<file path="src/design/haptic_velocity_filter_spring_lock_unit_assert.svh">
// Assertion macros shared by the haptic servo block.
`ifndef HAPTIC_VELOCITY_FILTER_SPRING_LOCK_UNIT_ASSERT_SVH
`define HAPTIC_VELOCITY_FILTER_SPRING_LOCK_UNIT_ASSERT_SVH
`ifndef NO_ASSERTIONS
`define HVSL_ASSERT(lbl, prop, msg) \
  lbl: assert property (@(posedge clk) disable iff (rst) prop) else $error(msg);
`define HVSL_ASSERT_ALWAYS(lbl, prop, msg) \
  lbl: assert property (@(posedge clk) prop) else $error(msg);
`else
`define HVSL_ASSERT(lbl, prop, msg)
`define HVSL_ASSERT_ALWAYS(lbl, prop, msg)
`endif
`endif

</file>
<file path="src/design/hvsl_pkg.sv">
// Shared types, constants and saturation helpers for the haptic servo block.
package hvsl_pkg;

  localparam int IN_W  = 200;
  localparam int OUT_W = 200;
  localparam int GAIN_W = 24;
  localparam int VEL_SHIFT = 22;
  localparam int FORCE_SHIFT = 24;

  localparam logic [GAIN_W-1:0] COEF_B0 = 24'd921;
  localparam logic [GAIN_W-1:0] COEF_B1 = 24'd2763;
  localparam logic [GAIN_W-1:0] COEF_A1 = 24'd11529303;
  localparam logic [GAIN_W-1:0] COEF_A2 = 24'd10604039;
  localparam logic [GAIN_W-1:0] COEF_A3 = 24'd3261491;

  localparam logic [GAIN_W-1:0] SPRING_RESET = 24'd671089;
  localparam logic [GAIN_W-1:0] DAMP_RESET   = 24'd16777;

  localparam logic REG_SPRING = 1'b0;
  localparam logic REG_DAMP   = 1'b1;

  typedef enum logic [2:0] {
    TERM_B0, TERM_B1, TERM_A1, TERM_A2, TERM_A3, TERM_SPRING, TERM_DAMP
  } term_t;

  typedef enum logic [3:0] {
    DP_NOP, DP_LOAD, DP_DIFF, DP_RAW, DP_MUL, DP_PROD, DP_ACC, DP_RND22, DP_RND24,
    DP_STV, DP_STF, DP_LOADC, DP_BTN, DP_OUT
  } dp_op_t;

  typedef struct packed {
    dp_op_t      op;
    term_t       term;
    logic [1:0]  axis;
  } dp_cmd_t;

  typedef struct packed {
    logic mode;
    logic lock;
  } dp_stat_t;

  function automatic logic signed [63:0] sat64(input logic signed [66:0] x);
    if (x[66:63] == {4{x[66]}}) return x[63:0];
    else if (x[66]) return {1'b1, {63{1'b0}}};
    else return {1'b0, {63{1'b1}}};
  endfunction

  function automatic logic signed [39:0] sat40(input logic signed [45:0] x);
    if (x[45:39] == {7{x[45]}}) return x[39:0];
    else if (x[45]) return {1'b1, {39{1'b0}}};
    else return {1'b0, {39{1'b1}}};
  endfunction

  function automatic logic signed [31:0] sat32(input logic signed [39:0] x);
    if (x[39:31] == {9{x[39]}}) return x[31:0];
    else if (x[39]) return {1'b1, {31{1'b0}}};
    else return {1'b0, {31{1'b1}}};
  endfunction

endpackage

</file>
<file path="src/design/hvsl_ctrl.sv">
// Controller: sequences axes and product terms, owns the item handshakes.
`include "haptic_velocity_filter_spring_lock_unit_assert.svh"
module hvsl_ctrl (
  input  logic               clk,
  input  logic               rst,
  input  logic               s_tvalid,
  output logic               s_tready,
  output logic               m_tvalid,
  input  logic               m_tready,
  input  hvsl_pkg::dp_stat_t stat,
  output hvsl_pkg::dp_cmd_t  cmd
);
  import hvsl_pkg::*;

  typedef enum logic [3:0] {
    S_IDLE, S_START, S_DIFF, S_RAW, S_MUL, S_PROD, S_ACC, S_RND, S_STV, S_STF,
    S_LOADC, S_BTN, S_OUT
  } state_t;

  state_t     state;
  term_t      term;
  logic [1:0] axis;
  logic       out_free;

  assign out_free = !m_tvalid || m_tready;
  assign s_tready = (state == S_IDLE);

  always_comb begin
    cmd.term = term;
    cmd.axis = axis;
    unique case (state)
      S_IDLE:  cmd.op = s_tvalid ? DP_LOAD : DP_NOP;
      S_START: cmd.op = DP_NOP;
      S_DIFF:  cmd.op = DP_DIFF;
      S_RAW:   cmd.op = DP_RAW;
      S_MUL:   cmd.op = DP_MUL;
      S_PROD:  cmd.op = DP_PROD;
      S_ACC:   cmd.op = DP_ACC;
      S_RND:   cmd.op = (term == TERM_A3) ? DP_RND22 : DP_RND24;
      S_STV:   cmd.op = DP_STV;
      S_STF:   cmd.op = DP_STF;
      S_LOADC: cmd.op = DP_LOADC;
      S_BTN:   cmd.op = DP_BTN;
      S_OUT:   cmd.op = out_free ? DP_OUT : DP_NOP;
      default: cmd.op = DP_NOP;
    endcase
  end

  always_ff @(posedge clk) begin
    if (rst) begin
      state    <= S_IDLE;
      term     <= TERM_B0;
      axis     <= '0;
      m_tvalid <= 1'b0;
    end else begin
      if (state == S_OUT && out_free) begin
        m_tvalid <= 1'b1;
      end else if (m_tvalid && m_tready) begin
        m_tvalid <= 1'b0;
      end
      unique case (state)
        S_IDLE: if (s_tvalid) begin
          state <= S_START;
        end
        S_START: begin
          axis  <= '0;
          state <= stat.mode ? S_LOADC : S_DIFF;
        end
        S_DIFF: state <= S_RAW;
        S_RAW: begin
          term  <= TERM_B0;
          state <= S_MUL;
        end
        S_MUL:  state <= S_PROD;
        S_PROD: state <= S_ACC;
        S_ACC: begin
          if (term == TERM_A3 || term == TERM_DAMP) begin
            state <= S_RND;
          end else begin
            term  <= term_t'(term + 3'd1);
            state <= S_MUL;
          end
        end
        S_RND: state <= (term == TERM_A3) ? S_STV : S_STF;
        S_STV, S_STF: begin
          if (state == S_STV && stat.lock) begin
            term  <= TERM_SPRING;
            state <= S_MUL;
          end else if (axis == 2'd2) begin
            state <= stat.mode ? S_OUT : S_BTN;
          end else begin
            axis  <= axis + 2'd1;
            state <= stat.mode ? S_LOADC : S_DIFF;
          end
        end
        S_LOADC: begin
          term  <= TERM_DAMP;
          state <= S_MUL;
        end
        S_BTN: state <= S_OUT;
        S_OUT: if (out_free) begin
          state <= S_IDLE;
        end
        default: state <= S_IDLE;
      endcase
    end
  end

  `HVSL_ASSERT_ALWAYS(a_axis_range, rst || axis != 2'd3, "axis counter out of range")
  `HVSL_ASSERT(a_load_start, (state == S_IDLE && s_tvalid) |=> (state == S_START),
               "accepted item did not start")
  `HVSL_ASSERT(a_out_set, (state == S_OUT && out_free) |=> (m_tvalid && state == S_IDLE),
               "result not presented")

endmodule

</file>
<file path="config.mk">
export PLATFORM = sky130hd
export DESIGN_NAME = hvsl_ctrl
export DESIGN_NICKNAME = d
export VERILOG_FILES = /design/src/design/hvsl_pkg.sv /design/src/design/hvsl_ctrl.sv
export VERILOG_INCLUDE_DIRS = /design/src /design/src/design
export SDC_FILE = /design/constraint.sdc
export NUM_CORES = 1
export LEC_CHECK = 0
export BUFFER_PORTS_ARGS = -buffer_cell sky130_fd_sc_hd__buf_4
export CAP_MARGIN = 20
export CORE_MARGIN = 3
export CORE_UTILIZATION = 35
export DETAILED_ROUTE_END_ITERATION = 7
export PLACE_DENSITY_LB_ADDON = 0.05
export SLEW_MARGIN = 20
export SYNTH_ARGS = -nofsm -noshare
export SYNTH_HDL_FRONTEND = slang
export SYNTH_SLANG_ARGS = --single-unit
</file>
<file path="constraint.sdc">
create_clock -name clk -period 1.64 [get_ports clk]
set_clock_uncertainty 0.05 [all_clocks]
set_input_delay 0 -clock clk [delete_from_list [all_inputs] [get_ports clk]]
set_output_delay 0 -clock clk [all_outputs]
set_load 0.03 [all_outputs]
</file>
-- Word level (Yosys, flattened, before mapping)
Index checks and enable logic that the tools add are counted.
- flip-flop bits (word level): 10
- input bits: 6
- add/sub/neg operators: 2
- eq/ne operators: 21
- mux-type cells: 21
- reduce and logical (&&, ||, !) cells: 15
- operators by type and width (cell ; number):
    case mux 4 bit (12 select lines) ; 1
    case mux 4 bit (11 select lines) ; 1
    two-way mux 4 bit ; 7
    equality test 4 bit, second input constant ; 5
    equality test 4 x 3 -> 1 bit, second input constant ; 4
    inequality test 2 bit, second input constant ; 6
    case mux 3 bit (4 select lines) ; 1
    two-way mux 3 bit ; 3
    equality test 4 x 2 -> 1 bit, second input constant ; 2
    equality test 3 bit, second input constant ; 2
    two-way mux 2 bit ; 3
    AND reduction 3 bit ; 2
    equality test 4 x 1 -> 1 bit, second input constant ; 1
    logical NOT 4 bit ; 1
    two-way mux 1 bit ; 4
    case mux 2 bit (2 select lines) ; 1
    nonzero test 2 bit ; 2
    nonzero test 4 bit ; 1
    OR reduction 2 bit ; 2
    adder 3 x 1 -> 3 bit, second input constant ; 1
    logical AND 1 bit ; 3
    adder 2 x 1 -> 2 bit, second input constant ; 1
    equality test 2 bit, second input constant ; 1
    logical OR 1 bit ; 2
    other kinds (2) ; 2

-- Depth between registers and ports, before layout
- word-level depth: 4
- mapped depth: 6

-- Worst setup path before layout
Ideal clock, no wire load.
- path kind: reg2reg
- from: register state[1]
- to: register state[0]
- data arrival time: 1.879 ns
- required time: 1.470 ns
- setup slack: -0.409 ns
- stages on the path, launching flop included: 5
- clock period less this slack: 2.049 ns
- cells stage by stage: dfxtp_1 clkbuf_1 nor4_1 a221oi_1 o31a_1
- elaborated cells on any way between the ends: 21
- classes of those cells: eq/ne: 14; mux: 2; reduce/logical: 5
- RTL lines (what ; RTL line ; RTL):
    from (decl) ; hvsl_ctrl.sv:20 ; state_t state;
    from (signal assigned) ; hvsl_ctrl.sv:67 ; state <= stat.mode ? S_LOADC : S_DIFF;
    from (signal assigned) ; hvsl_ctrl.sv:84 ; S_RND: state <= (term == TERM_A3) ? S_STV : S_STF;
    from (signal assigned) ; hvsl_ctrl.sv:90 ; state <= stat.mode ? S_OUT : S_BTN;
    logical NOT 4 bit (*) ; n/a ;
    net s_tready ; hvsl_ctrl.sv:7 ; output logic s_tready,
    inequality test 2 bit (no source line) ; n/a ;
    AND reduction 2 bit (no source line) ; n/a ;
The timed path passes the listed nets; every way through them passes the cells marked *.
A chain may end at the register's enable or synchronous reset.

-- Worst setup path after layout
- from: register term[0]
- to: register term[1]
- cells in the longest elaborated chain, start to end: 4
- elaborated cells on any way between the ends: 8
- classes of those cells: add/sub: 1; eq/ne: 3; mux: 2; reduce/logical: 2
- RTL lines (what ; RTL line ; RTL):
    from (decl) ; hvsl_ctrl.sv:21 ; term_t term;
    from (signal assigned) ; hvsl_ctrl.sv:80 ; term <= term_t'(term + 3'd1);
    parallel branches: the longest is 4 deep, another holds adder 3 x 1 -> 3 bit ; n/a ;
Parallel ways; which one is timed is not known. The select of a mux whose other input is x is not followed.

==> results.tsv <==
metric	value	unit
worstSetupEndpointType	flop	
finalPower	1.36	mW
cp-start-kind	flop	
synth_common_cells	a21oi_1, dfxtp_1, o21ai_0	
nFillCells	215	
area_growth	42.5	%
syn_nets	128	
period_share	98.4	%
p_sw	0.620	mW
ys.flop_type	dfxtp_1	
dieArea	3080	sq um
worst-slew-pin-transition	0.291	ns
avgSynthCellArea	7.26	sq um
path_clk_slew	0.08	ns
nNetsFinal	157	
core	2280	sq um
synth_most_common_cell	a21oi_1	
leakage	0.475	nW
maxSlewHeadroom	80.6	%
setup_ws	0.0269	ns
synth_area_leaders	dfxtp_1, a21oi_1, ha_1	
min_period	1.61	ns
critPathKind	flop to flop	
tritoncts	yes	
yosysTopAreaCellShare	23.4	%
die-width	55.5	um
start_util	37.7	%
min_from	m_tready	
pin_count	17	
yosysWarnings	0	
synth_area	857	sq um
holdPathStages	4	
grt_pass1_vias	959	
power.density	1110	nW/um^2
h-tree-depth	1	
yosys_register_bits	10	
cts_buffers	3	
dp_hpwl	1810	um
swShare	45.6	%
finalMaxSlewViolations	0	
status	completed	
p_comb_share	62.3	%
wirelength	2450	um
hp-class	input port to flop	
p_clk_share	14.0	%
io_buffers	16	
drive_above_1_share	37.7	%
ant_nets	0	
post_drt_wl_per_cell	14.1	um
synth-edff-count	0	
seq_power_share	23.7	%
grt_util_all_layers	16.5	%
r2r_cells	6	
synthArstFlopShare	0	%
critPathMaxFanout	4	
num_rows	17	
timing.fmax	620	MHz
synth_area_leader_cell	dfxtp_1	
cts_root_buf	clkbuf_4	
r2r_end	term[1]	
die_y	55.5	um
overflow	0	
vias_per_cell	5.68	
drt_first_pass_iters	4	
num_vias	988	
rr_startpoint	term[0]	
min_to	state[3]	
drt_iter0_markers	13	
clk_path_buf_depth	2	
r2r_setup_slack	0.03	ns
ir_worst_vdd	0.521	mV
crit_required	1.80	ns
seqCellArea	213	sq um
syn_inst	118	
dp_slack	0.0305	ns
grt_setup_unrepaired	yes	
n_antenna_cell	0	
grt_pass1_wl	4220	um
multi_input_area	662	sq um
post_synth_num_cell_types	42	
setup_violations	0	
cts_sinks	10	
grt_max_degree	16	
cp.arrival	1.77	ns
maxCapViolations	0	
antenna_found_initial	0	
clk_latency	0.28	ns
drc	0	
gp_congestion	0.799	
hold_viol_final	0	
ys_seq_area_share	23.4	%
p_int	0.740	mW
==> power by group through the flow <==
stage | combinational [mW] | sequential, mW | clock (mW)
after detailed placement | 0.788 | 0.322 | 0
after global placement | 0.787 | 0.322 | 0
final | 0.848 | 0.322 | 0.190
after global routing | 0.928 | 0.332 | 0.204
after CTS | 0.803 | 0.322 | 0.200
after floorplan | 0.516 | 0.316 | 0
==> state kept, by name (all words and copies together) (netlist names) <==
name,cells
term,3
m_tvalid,1
axis,2
state,4
==> logic make-up (layout without fill, tap and decap cells) <==
logic type | after synthesis | in the layout | synth area share [%]
simple gates | 45 | 45 | 30.1
compound gates | 43 | 43 | 33.0
buf+inv | 16 | 44 | 7.74
flops | 10 | 10 | 23.4
fa+ha+maj | 4 | 4 | 5.84
==> cell type report <==
type,instances,share of cell area (%)
multi-input cells,92,54.2
repair buffers,34,21.1
flip-flops and latches,10,17.4
well taps,28,2.87
inverters,6,2.25
clock buffers,3,1.84
clock inverters,1,0.307
==> placed cells by master, fill, tap and decap left out, drive strengths merged, types with 3 or more instances in the layout <==
master | Yosys | layout
nand2 | 8 | 8
nor3 | 6 | 6
clkbuf | 6 | 3
dfxtp | 10 | 10
nor2b | 4 | 4
inv | 6 | 6
a221oi | 5 | 5
nor2 | 8 | 8
a21oi | 13 | 13
o21ai | 11 | 11
ha | 4 | 4
buf | 4 | 33
==> worst max-delay path by stage <==
stage	slack, ns	endpoint	start
2_1_floorplan	-0.01	state[0]	state[1]
3_3_place_gp	0.1	term[1]	term[0]
3_5_place_dp	0.03	term[1]	term[0]
4_1_cts	-0.003	term[1]	term[0]
5_1_grt	-0.05	cmd[6]	term[0]
6_report	0.03	term[1]	term[0]
==> critical path, stage by stage, from the launching register on <==
cell	delay, ns
dfxtp_4	0.37
inv_4	0.04
ha_2	0.19
o21ai_4	0.22
a221oi_4	0.11
or4_1	0.42
a21oi_1	0.14
==> through the flow <==
| step | area (sq um) | hold slack, ns | std cells | util, % | TNS (ns) |
|---|---|---|---|---|---|
| 2_1_floorplan | 882 | 0.176 | 118 | - | -0.0140 |
| 3_3_place_gp | 1110 | 0.213 | 167 | 48.6 | 0 |
| 3_5_place_dp | 1110 | 0.219 | 167 | 48.6 | 0 |
| 4_1_cts | 1160 | 0.0253 | 172 | 51.1 | -0.00320 |
| 5_1_grt | 1220 | 0.0464 | 174 | 53.7 | -0.0636 |
| 6_report | 1220 | 0.0354 | 174 | 53.7 | 0 |
==> repair_timing <==
| item | CTS | global route |
|---|---|---|
| buffers inserted | 0 | 2 |
| gates resized for setup | 6 | 9 |
| hold buffers | 1 | 0 |
| hold endpoints to repair | 9 | 0 |
| pin swaps | 0 | 3 |
| endpoints found under the setup margin | 2 | 7 |
==> layer usage <==
metal / part of all wire (%) / wire, um / GRT usage [%] / vias up
met5: 0 / 0 / 0 / -
met4: 1.8 / 43 / 6.60 / 0
met3: 4.9 / 119 / 3.97 / 4
met2: 46 / 1120 / 25.0 / 29
met1: 48 / 1160 / 22.3 / 459
li1: - / - / - / 496
No activity file was read; power rests on OpenSTA's default activity.
